$ cat config.mk
export PLATFORM = sky130hd
export DESIGN_NAME = risc_instruction_execute_unit
export DESIGN_NICKNAME = d
export VERILOG_FILES = /design/src/sv/rie_pkg.sv /design/src/sv/rie_regfile.sv /design/src/sv/rie_exec.sv /design/src/sv/risc_instruction_execute_unit.sv
export SDC_FILE = /design/constraint.sdc
export NUM_CORES = 2
export LEC_CHECK = 0
export ABC_CLOCK_PERIOD_IN_PS = 21100
export BUFFER_PORTS_ARGS = -buffer_cell sky130_fd_sc_hd__buf_2
export CORE_MARGIN = 2
export CORE_UTILIZATION = 30
export DETAILED_ROUTE_END_ITERATION = 6
export PLACE_DENSITY = 0.44
export SETUP_SLACK_MARGIN = 0.5
export SKIP_CTS_REPAIR_TIMING = 1
export SLEW_MARGIN = 10
export SYNTH_ARGS = -nofsm -noshare
export SYNTH_HDL_FRONTEND = slang
export SYNTH_SLANG_ARGS = --single-unit
$ cat constraint.sdc
create_clock -name clk_i -period 21.1 [get_ports clk_i]
set_input_delay 1.055 -clock clk_i [delete_from_list [all_inputs] [get_ports clk_i]]
set_output_delay 1.055 -clock clk_i [all_outputs]
set_load 0.005 [all_outputs]
$ cat src/sv/rie_pkg.sv
// ----------------------------------------------------------------------------
// rie_pkg
// Types and constants shared by the instruction execute unit.
// ----------------------------------------------------------------------------
package rie_pkg;

  localparam int unsigned PcBits   = 12;
  localparam int unsigned RegCount = 16;
  localparam int unsigned RegIdxW  = 4;
  localparam int unsigned DataW    = 32;
  localparam int unsigned ImmW     = 12;
  localparam int unsigned OpW      = 8;
  localparam int unsigned ShW      = 5;

  localparam logic [RegIdxW-1:0] RegZero = 4'd0;
  localparam logic [RegIdxW-1:0] RegImm  = 4'd1;
  localparam logic [RegIdxW-1:0] RegLink = 4'd15;

  typedef enum logic [OpW-1:0] {
    OpAdd  = 8'd0,
    OpSub  = 8'd1,
    OpAnd  = 8'd2,
    OpOr   = 8'd3,
    OpXor  = 8'd4,
    OpMul  = 8'd5,
    OpSll  = 8'd6,
    OpSra  = 8'd7,
    OpSrl  = 8'd8,
    OpBeq  = 8'd9,
    OpBne  = 8'd10,
    OpBlt  = 8'd11,
    OpBgt  = 8'd12,
    OpBle  = 8'd13,
    OpBge  = 8'd14,
    OpJal  = 8'd15,
    OpHalt = 8'd20
  } op_e;

  // register file write port
  typedef struct packed {
    logic               en;
    logic [RegIdxW-1:0] idx;
    logic [DataW-1:0]   data;
  } rie_wr_t;

endpackage

$ cat src/sv/rie_regfile.sv
// ----------------------------------------------------------------------------
// rie_regfile
// 16 x 32 register file held as two copies, each with registered reads and
// forwarding of the write made at the same edge. Unwritten entries read zero.
// ----------------------------------------------------------------------------
module rie_regfile (
  input  logic                        clk_i,
  input  logic                        rst_ni,
  input  logic                        rd_en_i,
  input  logic [rie_pkg::RegIdxW-1:0] rd_a_idx_i,
  input  logic [rie_pkg::RegIdxW-1:0] rd_b_idx_i,
  input  logic [rie_pkg::RegIdxW-1:0] rd_d_idx_i,
  input  rie_pkg::rie_wr_t            wr_i,
  output logic [rie_pkg::DataW-1:0]   rd_a_data_o,
  output logic [rie_pkg::DataW-1:0]   rd_b_data_o,
  output logic [rie_pkg::DataW-1:0]   rd_d_data_o
);
  import rie_pkg::*;

  logic [DataW-1:0]    mem_ab [RegCount];
  logic [DataW-1:0]    mem_d  [RegCount];
  logic [RegCount-1:0] vld_q, vld_d;
  logic [DataW-1:0]    rd_a_q, rd_b_q, rd_d_q;

  always_comb begin
    vld_d = vld_q;
    if (wr_i.en) begin
      vld_d[wr_i.idx] = 1'b1;
    end
  end

  always_ff @(posedge clk_i or negedge rst_ni) begin
    if (!rst_ni) begin
      vld_q <= '0;
    end else begin
      vld_q <= vld_d;
    end
  end

  // copy serving the two source operands
  always_ff @(posedge clk_i) begin
    if (wr_i.en) begin
      mem_ab[wr_i.idx] <= wr_i.data;
    end
    if (rd_en_i) begin
      if (wr_i.en && (wr_i.idx == rd_a_idx_i)) begin
        rd_a_q <= wr_i.data;
      end else begin
        rd_a_q <= vld_q[rd_a_idx_i] ? mem_ab[rd_a_idx_i] : '0;
      end
      if (wr_i.en && (wr_i.idx == rd_b_idx_i)) begin
        rd_b_q <= wr_i.data;
      end else begin
        rd_b_q <= vld_q[rd_b_idx_i] ? mem_ab[rd_b_idx_i] : '0;
      end
    end
  end

  // copy serving the branch target register
  always_ff @(posedge clk_i) begin
    if (wr_i.en) begin
      mem_d[wr_i.idx] <= wr_i.data;
    end
    if (rd_en_i) begin
      if (wr_i.en && (wr_i.idx == rd_d_idx_i)) begin
        rd_d_q <= wr_i.data;
      end else begin
        rd_d_q <= vld_q[rd_d_idx_i] ? mem_d[rd_d_idx_i] : '0;
      end
    end
  end

  assign rd_a_data_o = rd_a_q;
  assign rd_b_data_o = rd_b_q;
  assign rd_d_data_o = rd_d_q;

endmodule

$ cat src/sv/rie_exec.sv
// ----------------------------------------------------------------------------
// rie_exec
// ALU, branch compare, jal link and next pc selection for one instruction.
// ----------------------------------------------------------------------------
module rie_exec #(
  parameter int unsigned PC_BITS = rie_pkg::PcBits
) (
  input  logic [rie_pkg::OpW-1:0]     opcode_i,
  input  logic [rie_pkg::RegIdxW-1:0] dest_reg_i,
  input  logic [rie_pkg::RegIdxW-1:0] src_a_reg_i,
  input  logic [rie_pkg::RegIdxW-1:0] src_b_reg_i,
  input  logic [rie_pkg::ImmW-1:0]    immediate_i,
  input  logic [PC_BITS-1:0]          current_pc_i,
  input  logic [rie_pkg::DataW-1:0]   rf_a_i,
  input  logic [rie_pkg::DataW-1:0]   rf_b_i,
  input  logic [rie_pkg::DataW-1:0]   rf_d_i,
  output logic [PC_BITS-1:0]          next_pc_o,
  output logic                        taken_o,
  output logic                        halted_o,
  output rie_pkg::rie_wr_t            wr_o
);
  import rie_pkg::*;

  logic [DataW-1:0]   imm_ext;
  logic [DataW-1:0]   a, b, d;
  logic [DataW-1:0]   alu_res;
  logic [ShW-1:0]     sh;
  logic [PC_BITS-1:0] seq_pc;
  logic [DataW-1:0]   seq_ext;
  logic               cond;
  op_e                op;

  assign op      = op_e'(opcode_i);
  assign imm_ext = {{(DataW-ImmW){immediate_i[ImmW-1]}}, immediate_i};
  assign seq_pc  = current_pc_i + 1'b1;
  assign seq_ext = {{(DataW-PC_BITS){1'b0}}, seq_pc};
  assign sh      = b[ShW-1:0];

  // register zero and the immediate register override the file
  always_comb begin
    priority if (src_a_reg_i == RegZero) a = '0;
    else if (src_a_reg_i == RegImm) a = imm_ext;
    else a = rf_a_i;
    priority if (src_b_reg_i == RegZero) b = '0;
    else if (src_b_reg_i == RegImm) b = imm_ext;
    else b = rf_b_i;
    priority if (dest_reg_i == RegZero) d = '0;
    else if (dest_reg_i == RegImm) d = imm_ext;
    else d = rf_d_i;
  end

  always_comb begin
    unique case (op)
      OpAdd:   alu_res = a + b;
      OpSub:   alu_res = a - b;
      OpAnd:   alu_res = a & b;
      OpOr:    alu_res = a | b;
      OpXor:   alu_res = a ^ b;
      OpMul:   alu_res = a * b;
      OpSll:   alu_res = a << sh;
      OpSra:   alu_res = $unsigned($signed(a) >>> sh);
      default: alu_res = a >> sh;
    endcase
  end

  always_comb begin
    unique case (op)
      OpBeq:   cond = (a == b);
      OpBne:   cond = (a != b);
      OpBlt:   cond = ($signed(a) < $signed(b));
      OpBgt:   cond = ($signed(b) < $signed(a));
      OpBle:   cond = !($signed(b) < $signed(a));
      default: cond = !($signed(a) < $signed(b));
    endcase
  end

  always_comb begin
    next_pc_o = seq_pc;
    taken_o   = 1'b0;
    halted_o  = 1'b0;
    wr_o      = '0;
    if (opcode_i <= OpSrl) begin
      if (dest_reg_i != RegZero) begin
        wr_o.en   = 1'b1;
        wr_o.idx  = dest_reg_i;
        wr_o.data = alu_res;
      end
    end else if (opcode_i <= OpBge) begin
      if (cond) begin
        next_pc_o = d[PC_BITS-1:0];
        taken_o   = 1'b1;
      end
    end else if (op == OpJal) begin
      wr_o.en   = 1'b1;
      wr_o.idx  = RegLink;
      wr_o.data = seq_ext;
      taken_o   = 1'b1;
      // target reads the link register after it is written
      next_pc_o = (dest_reg_i == RegLink) ? seq_pc : d[PC_BITS-1:0];
    end else if (op == OpHalt) begin
      next_pc_o = current_pc_i;
      halted_o  = 1'b1;
    end
  end

endmodule

$ cat src/sv/risc_instruction_execute_unit.sv
// ----------------------------------------------------------------------------
// risc_instruction_execute_unit
// Executes one decoded instruction per transaction against a 16 x 32
// register file and reports the next pc, branch and write-back.
// ----------------------------------------------------------------------------
//  channel | direction | handshake                 | payload
//  --------+-----------+---------------------------+---------------------------
//  in      | input     | in_valid_i / in_stall_o   | opcode, regs, imm, pc
//  out     | output    | out_valid_o / out_stall_i | next pc, flags, write-back
//
//  one transaction per cycle while the output is not stalled; a result passes
//  through the operand read register, then the result register
//  the register file is written as the instruction enters the result register,
//  and that value is forwarded to the operand read made at the same edge
//  reset clears all valid flags and makes every register read zero
//  a stalled output holds the instruction in the operand stage, which then
//  stalls the input
// ----------------------------------------------------------------------------
module risc_instruction_execute_unit #(
  parameter int unsigned PC_BITS = rie_pkg::PcBits
) (
  input  logic                          clk_i,
  input  logic                          rst_ni,
  input  logic                          in_valid_i,
  output logic                          in_stall_o,
  input  logic [rie_pkg::OpW-1:0]       opcode_i,
  input  logic [rie_pkg::RegIdxW-1:0]   dest_reg_i,
  input  logic [rie_pkg::RegIdxW-1:0]   src_a_reg_i,
  input  logic [rie_pkg::RegIdxW-1:0]   src_b_reg_i,
  input  logic [rie_pkg::ImmW-1:0]      immediate_i,
  input  logic [PC_BITS-1:0]            current_pc_i,
  output logic                          out_valid_o,
  input  logic                          out_stall_i,
  output logic [PC_BITS-1:0]            next_pc_o,
  output logic                          branch_taken_o,
  output logic                          halted_o,
  output logic                          write_valid_o,
  output logic [rie_pkg::RegIdxW-1:0]   write_index_o,
  output logic signed [rie_pkg::DataW-1:0] write_value_o
);
  import rie_pkg::*;

  logic               in_acc, s1_adv;
  logic               s1_valid_q, s1_valid_d;
  logic               out_valid_q, out_valid_d;
  logic [OpW-1:0]     op_q;
  logic [RegIdxW-1:0] rd_q, rs_q, rt_q;
  logic [ImmW-1:0]    imm_q;
  logic [PC_BITS-1:0] pc_q;
  logic [DataW-1:0]   rf_a, rf_b, rf_d;
  logic [PC_BITS-1:0] ex_next_pc;
  logic               ex_taken, ex_halted;
  rie_wr_t            ex_wr, rf_wr;
  logic [PC_BITS-1:0] next_pc_q;
  logic               taken_q, halted_q;
  rie_wr_t            wr_q;

  assign s1_adv     = s1_valid_q && (!out_valid_q || !out_stall_i);
  assign in_stall_o = s1_valid_q && !s1_adv;
  assign in_acc     = in_valid_i && !in_stall_o;
  assign s1_valid_d = in_acc || (s1_valid_q && !s1_adv);
  assign out_valid_d = s1_adv || (out_valid_q && out_stall_i);

  always_ff @(posedge clk_i or negedge rst_ni) begin
    if (!rst_ni) begin
      s1_valid_q  <= 1'b0;
      out_valid_q <= 1'b0;
    end else begin
      s1_valid_q  <= s1_valid_d;
      out_valid_q <= out_valid_d;
    end
  end

  always_ff @(posedge clk_i) begin
    if (in_acc) begin
      op_q  <= opcode_i;
      rd_q  <= dest_reg_i;
      rs_q  <= src_a_reg_i;
      rt_q  <= src_b_reg_i;
      imm_q <= immediate_i;
      pc_q  <= current_pc_i;
    end
  end

  always_comb begin
    rf_wr    = ex_wr;
    rf_wr.en = ex_wr.en && s1_adv;
  end

  rie_regfile u_regfile (
    .clk_i       (clk_i),
    .rst_ni      (rst_ni),
    .rd_en_i     (in_acc),
    .rd_a_idx_i  (src_a_reg_i),
    .rd_b_idx_i  (src_b_reg_i),
    .rd_d_idx_i  (dest_reg_i),
    .wr_i        (rf_wr),
    .rd_a_data_o (rf_a),
    .rd_b_data_o (rf_b),
    .rd_d_data_o (rf_d)
  );

  rie_exec #(
    .PC_BITS (PC_BITS)
  ) u_exec (
    .opcode_i     (op_q),
    .dest_reg_i   (rd_q),
    .src_a_reg_i  (rs_q),
    .src_b_reg_i  (rt_q),
    .immediate_i  (imm_q),
    .current_pc_i (pc_q),
    .rf_a_i       (rf_a),
    .rf_b_i       (rf_b),
    .rf_d_i       (rf_d),
    .next_pc_o    (ex_next_pc),
    .taken_o      (ex_taken),
    .halted_o     (ex_halted),
    .wr_o         (ex_wr)
  );

  always_ff @(posedge clk_i) begin
    if (s1_adv) begin
      next_pc_q <= ex_next_pc;
      taken_q   <= ex_taken;
      halted_q  <= ex_halted;
      wr_q      <= ex_wr;
    end
  end

  assign out_valid_o    = out_valid_q;
  assign next_pc_o      = next_pc_q;
  assign branch_taken_o = taken_q;
  assign halted_o       = halted_q;
  assign write_valid_o  = wr_q.en;
  assign write_index_o  = wr_q.idx;
  assign write_value_o  = $signed(wr_q.data);

endmodule

==> run summary <==
The path category of the worst min-delay check was input port to async pin. The tools report the area of the core as 194800 um^2. The total clock sinks is 701, and the die boundary width is 446.6 um. For the worst-skew pair, the clock arrives at the later sink with an insertion delay of 0.66 ns. The run finished with clean final reports. The run gives 45162 as the via count of the first global-routing pass.

The share of total power dissipated in the clock network is 16.8%. The master cell of the clock root buffer was sky130_fd_sc_hd__clkbuf_16. The number of enable flip-flop cells after synthesis is 683, and the average footprint of a synthesized cell is 11.72 um^2. The final critical-path required period was 11.36 ns.

STA classifies the critical path endpoint as a flop. The H-tree depth is 3. The global-route total usage across every layer is 25.48%, and the met3 wire length is 15.39 mm.

The share of Yosys cell area claimed by the top area cell type was 34.90%; the combined area of all synthesized cells was 58770 um^2. The biggest fanout along the worst timing path came out at 21. Entering global routing, the biggest net connects 84 pins.

For the final max-slew violation count, the log shows 0. The first-pass iteration count of the detailed router was 7; the DRC violation total after the first TritonRoute iteration was 4388. Dividing the detail-routed wire length by the instance count gives 33.07 um.

The critical path class was flop to flop. TritonCTS created 71 clock buffers. For the routed wire length on met2, the log shows 121.0 mm. The power density relative to cell area is 123.8 nW/um^2. The startpoint kind of the worst setup timing path was a flop. In this run the register-to-register setup slack is 9.74 ns. The vertical extent of the die works out to 446.6 um. At the end of the flow the core is filled with cells to 33.43%. For the initial antenna violation count, the log shows 13. In this run, synthesis produced a sequential element count of 701. For this design the total switching power over the nets is 3.962 mW. Relative to the synthesized area, the layout overhead comes to 10.81%. The run gives 0.03197 ns as the worst clock skew. Count of final hold-check violations: 0. At the pin with the least slew margin, the transition time is 1.260 ns. The run gives 0 as the max-capacitance violation count. The fmax was 0.08805 GHz; the post-route clock period utilization was 53.82%.

The floorplan step defined a die boundary enclosing 199400 um^2. The highest metal layer with signal wires was met5. Summed over all cells, the static leakage comes to 24.99 nW. Of the total power, registers draw 19.5%.

The internal power of the cells totals 4.099 mW. The tools report the total of endpoints with negative setup slack in the final report as 0. Cells with a size suffix above 1 make up 18.29% of the layout. For this run the aggregate overflow at the end of global routing stands at 0. The largest single stage delay on the critical path is 0.96 ns.

In the synthesized netlist, the number of instances is 5015. The residual antenna-violating net count after detailed routing came out at 0. The maximum number of buffers from clock root to sink was 3.

The routed length on met1 was 102.9 mm. The count of input and output buffers is 100. The worst supply voltage drop on vdd came out at 0.2950 mV. In this run the count of I/O pins placed on the die edge is 101. Setup repair after global routing left no endpoint under its margin. TritonCTS built the clock tree.

The switching share of power came out at 49.15%. By area the synthesized netlist is led by sky130_fd_sc_hd__edfxtp_1 35%, sky130_fd_sc_hd__mux4_2 15%, sky130_fd_sc_hd__fa_1 14%. Summed over all failing endpoints, the final setup total negative slack is 0 ns. Measured against its own limit, the worst slew margin works out to 15.98%. The fraction of registers with async set/reset is 2.568%. Leaving out fill and tap cells, the most frequent cells in the layout are 683 x sky130_fd_sc_hd__edfxtp_1, 502 x sky130_fd_sc_hd__inv_1, 485 x sky130_fd_sc_hd__nor2_1. For this block, the via count after detailed routing is 43504. Clock-pin slew was measured on the worst setup and hold paths at 0.06 ns.

The logs give 185.7 mm for the estimated wirelength of the detail-placed design and 107 for the unique cell type count in the Yosys netlist. The library cell used most frequently in the layout, excluding fill and tap cells, is sky130_fd_sc_hd__edfxtp_1. The wire length after detailed routing is 255.2 mm. Combinational logic is responsible for 63.8% of the overall power. The initial core utilization is 30.17%, and the number of placement rows is 162. At the end of the flow, the number of nets in the layout was 5744.

The master of the slowest instance on the critical path is sky130_fd_sc_hd__nor3_2. The proportion of synthesized chip area in sequential cells came out at 35.67%. The tools report the post-detailed-route DRC marker count as 0.

The via-per-instance ratio is 5.637. The cell that appears most often on the critical path is sky130_fd_sc_hd__fa_1. The library cell with the largest summed area after synthesis is sky130_fd_sc_hd__edfxtp_1. For the weighted congestion at the end of routability-driven global placement, the log shows 1.020. The first global-routing pass estimated 357.9 mm of wire.

For the worst setup path, the data arrival time is 11.66 ns. The predominant post-synthesis flop cell was sky130_fd_sc_hd__edfxtp_1. The yosys synthesis warning count is 0, and the required time of the critical path is 21.41 ns.
Yosys cell counts, types with 39 or more instances:
library cell	n
sky130_fd_sc_hd__nand3_1	82
sky130_fd_sc_hd__o21ai_0	184
sky130_fd_sc_hd__fa_1	410
sky130_fd_sc_hd__a21o_1	39
sky130_fd_sc_hd__ha_1	253
sky130_fd_sc_hd__xnor2_1	114
sky130_fd_sc_hd__clkbuf_1	210
sky130_fd_sc_hd__nor3_1	42
sky130_fd_sc_hd__and3_1	41
sky130_fd_sc_hd__nand2_1	436
sky130_fd_sc_hd__mux2_2	48
sky130_fd_sc_hd__mux2i_1	138
sky130_fd_sc_hd__o211ai_1	40
sky130_fd_sc_hd__nor2_1	502
sky130_fd_sc_hd__inv_1	503
sky130_fd_sc_hd__buf_1	75
sky130_fd_sc_hd__edfxtp_1	683
sky130_fd_sc_hd__a21oi_1	186
sky130_fd_sc_hd__mux4_2	392
per-stage QoR:
stage	setup slack (ns)	power, mW	instances	hold WS, ns	instance area [um^2]
final	9.743	8.061	7717	0.3730	65120
after global routing	9.314	8.447	7711	0.3962	65110
after CTS	9.962	8.048	7710	0.3534	65100
after detailed placement	10.01	6.647	7584	0.4036	62660
after global placement	10.04	6.692	7584	0.4013	62660
after floorplan	11.71	4.514	5046	0.4492	58880
worst paths after layout:
check                                   startpoint                endpoint  depth (start not counted)
worst min register to register  u_regfile.vld_q[0]      u_regfile.vld_q[0]                          0
worst max register to register             rt_q[1]  u_regfile.mem_d[0][31]                         28
worst max-delay path                       rt_q[1]  u_regfile.mem_d[0][31]                         28
max in group asynchronous                   rst_ni     u_regfile.vld_q[10]                          1
worst min-delay path                        rst_ni             out_valid_o                          1
min in group clk_i              u_regfile.vld_q[0]      u_regfile.vld_q[0]                          0
registers in the layout, indices dropped and copies added, names as in the netlist:
register and flops:
branch_taken_o 1, halted_o 1, imm_q 12, next_pc_o 12, op_q 8, out_valid_o 1
pc_q 12, rd_q 4, rs_q 4, rt_q 4, s1_valid_q 1, u_regfile.mem_d 512
u_regfile.rd_a_data_o 32, u_regfile.rd_b_data_o 32, u_regfile.rd_d_data_o 12, u_regfile.vld_q 16, write_index_o 4, write_valid_o 1
write_value_o 32
layout make-up:
cell class              instances  area, um^2
diodes                          7       17.52
clock buffers                  85        1872
clock inverters                41       570.5
fillers                     19543      129700
inverters                     526        1979
multi-input cells            3487       34790
flip-flops and latches        701       20960
well taps                    2624        3283
repair buffers                246        1652
per-layer routing:
metal,global-route usage [%],up-vias
met3,3.489,539
met1,32.59,22927
li1,-,18138
met5,0,-
met2,41.88,1892
met4,13.60,8
worst max-delay path, delay by kind of cell, from the launching register on:
kind	cells	cell delay, ns
AND/OR/NAND/NOR	9	3.92
adder cells (fa/ha/maj)	9	3.78
AO/OA/AOI/OAI	5	1.07
buffers and inverters	4	1.26
flip-flops	1	0.50
XOR/XNOR	1	0.42
cell families after synthesis:
| logic type | synth area share, % |
|---|---|
| adders and majority gates | 19.35 |
| xor gates and xnor gates | 2.170 |
| buffers and inverters | 5.744 |
| and+or+nand+nor | 8.993 |
| other | 0.006381 |
| muxes | 18.60 |
| DFF | 35.67 |
| AOI/OAI and AO/OA | 9.466 |
power by group through the flow:
stage | registers (mW) | logic, mW | clock network, mW
after floorplan | 1.59 | 2.93 | 0
after global placement | 1.60 | 5.09 | 0
after detailed placement | 1.60 | 5.05 | 0
after CTS | 1.57 | 5.09 | 1.39
after global routing | 1.57 | 5.45 | 1.43
final | 1.57 | 5.14 | 1.35
Power figures use the tool's default switching activity.
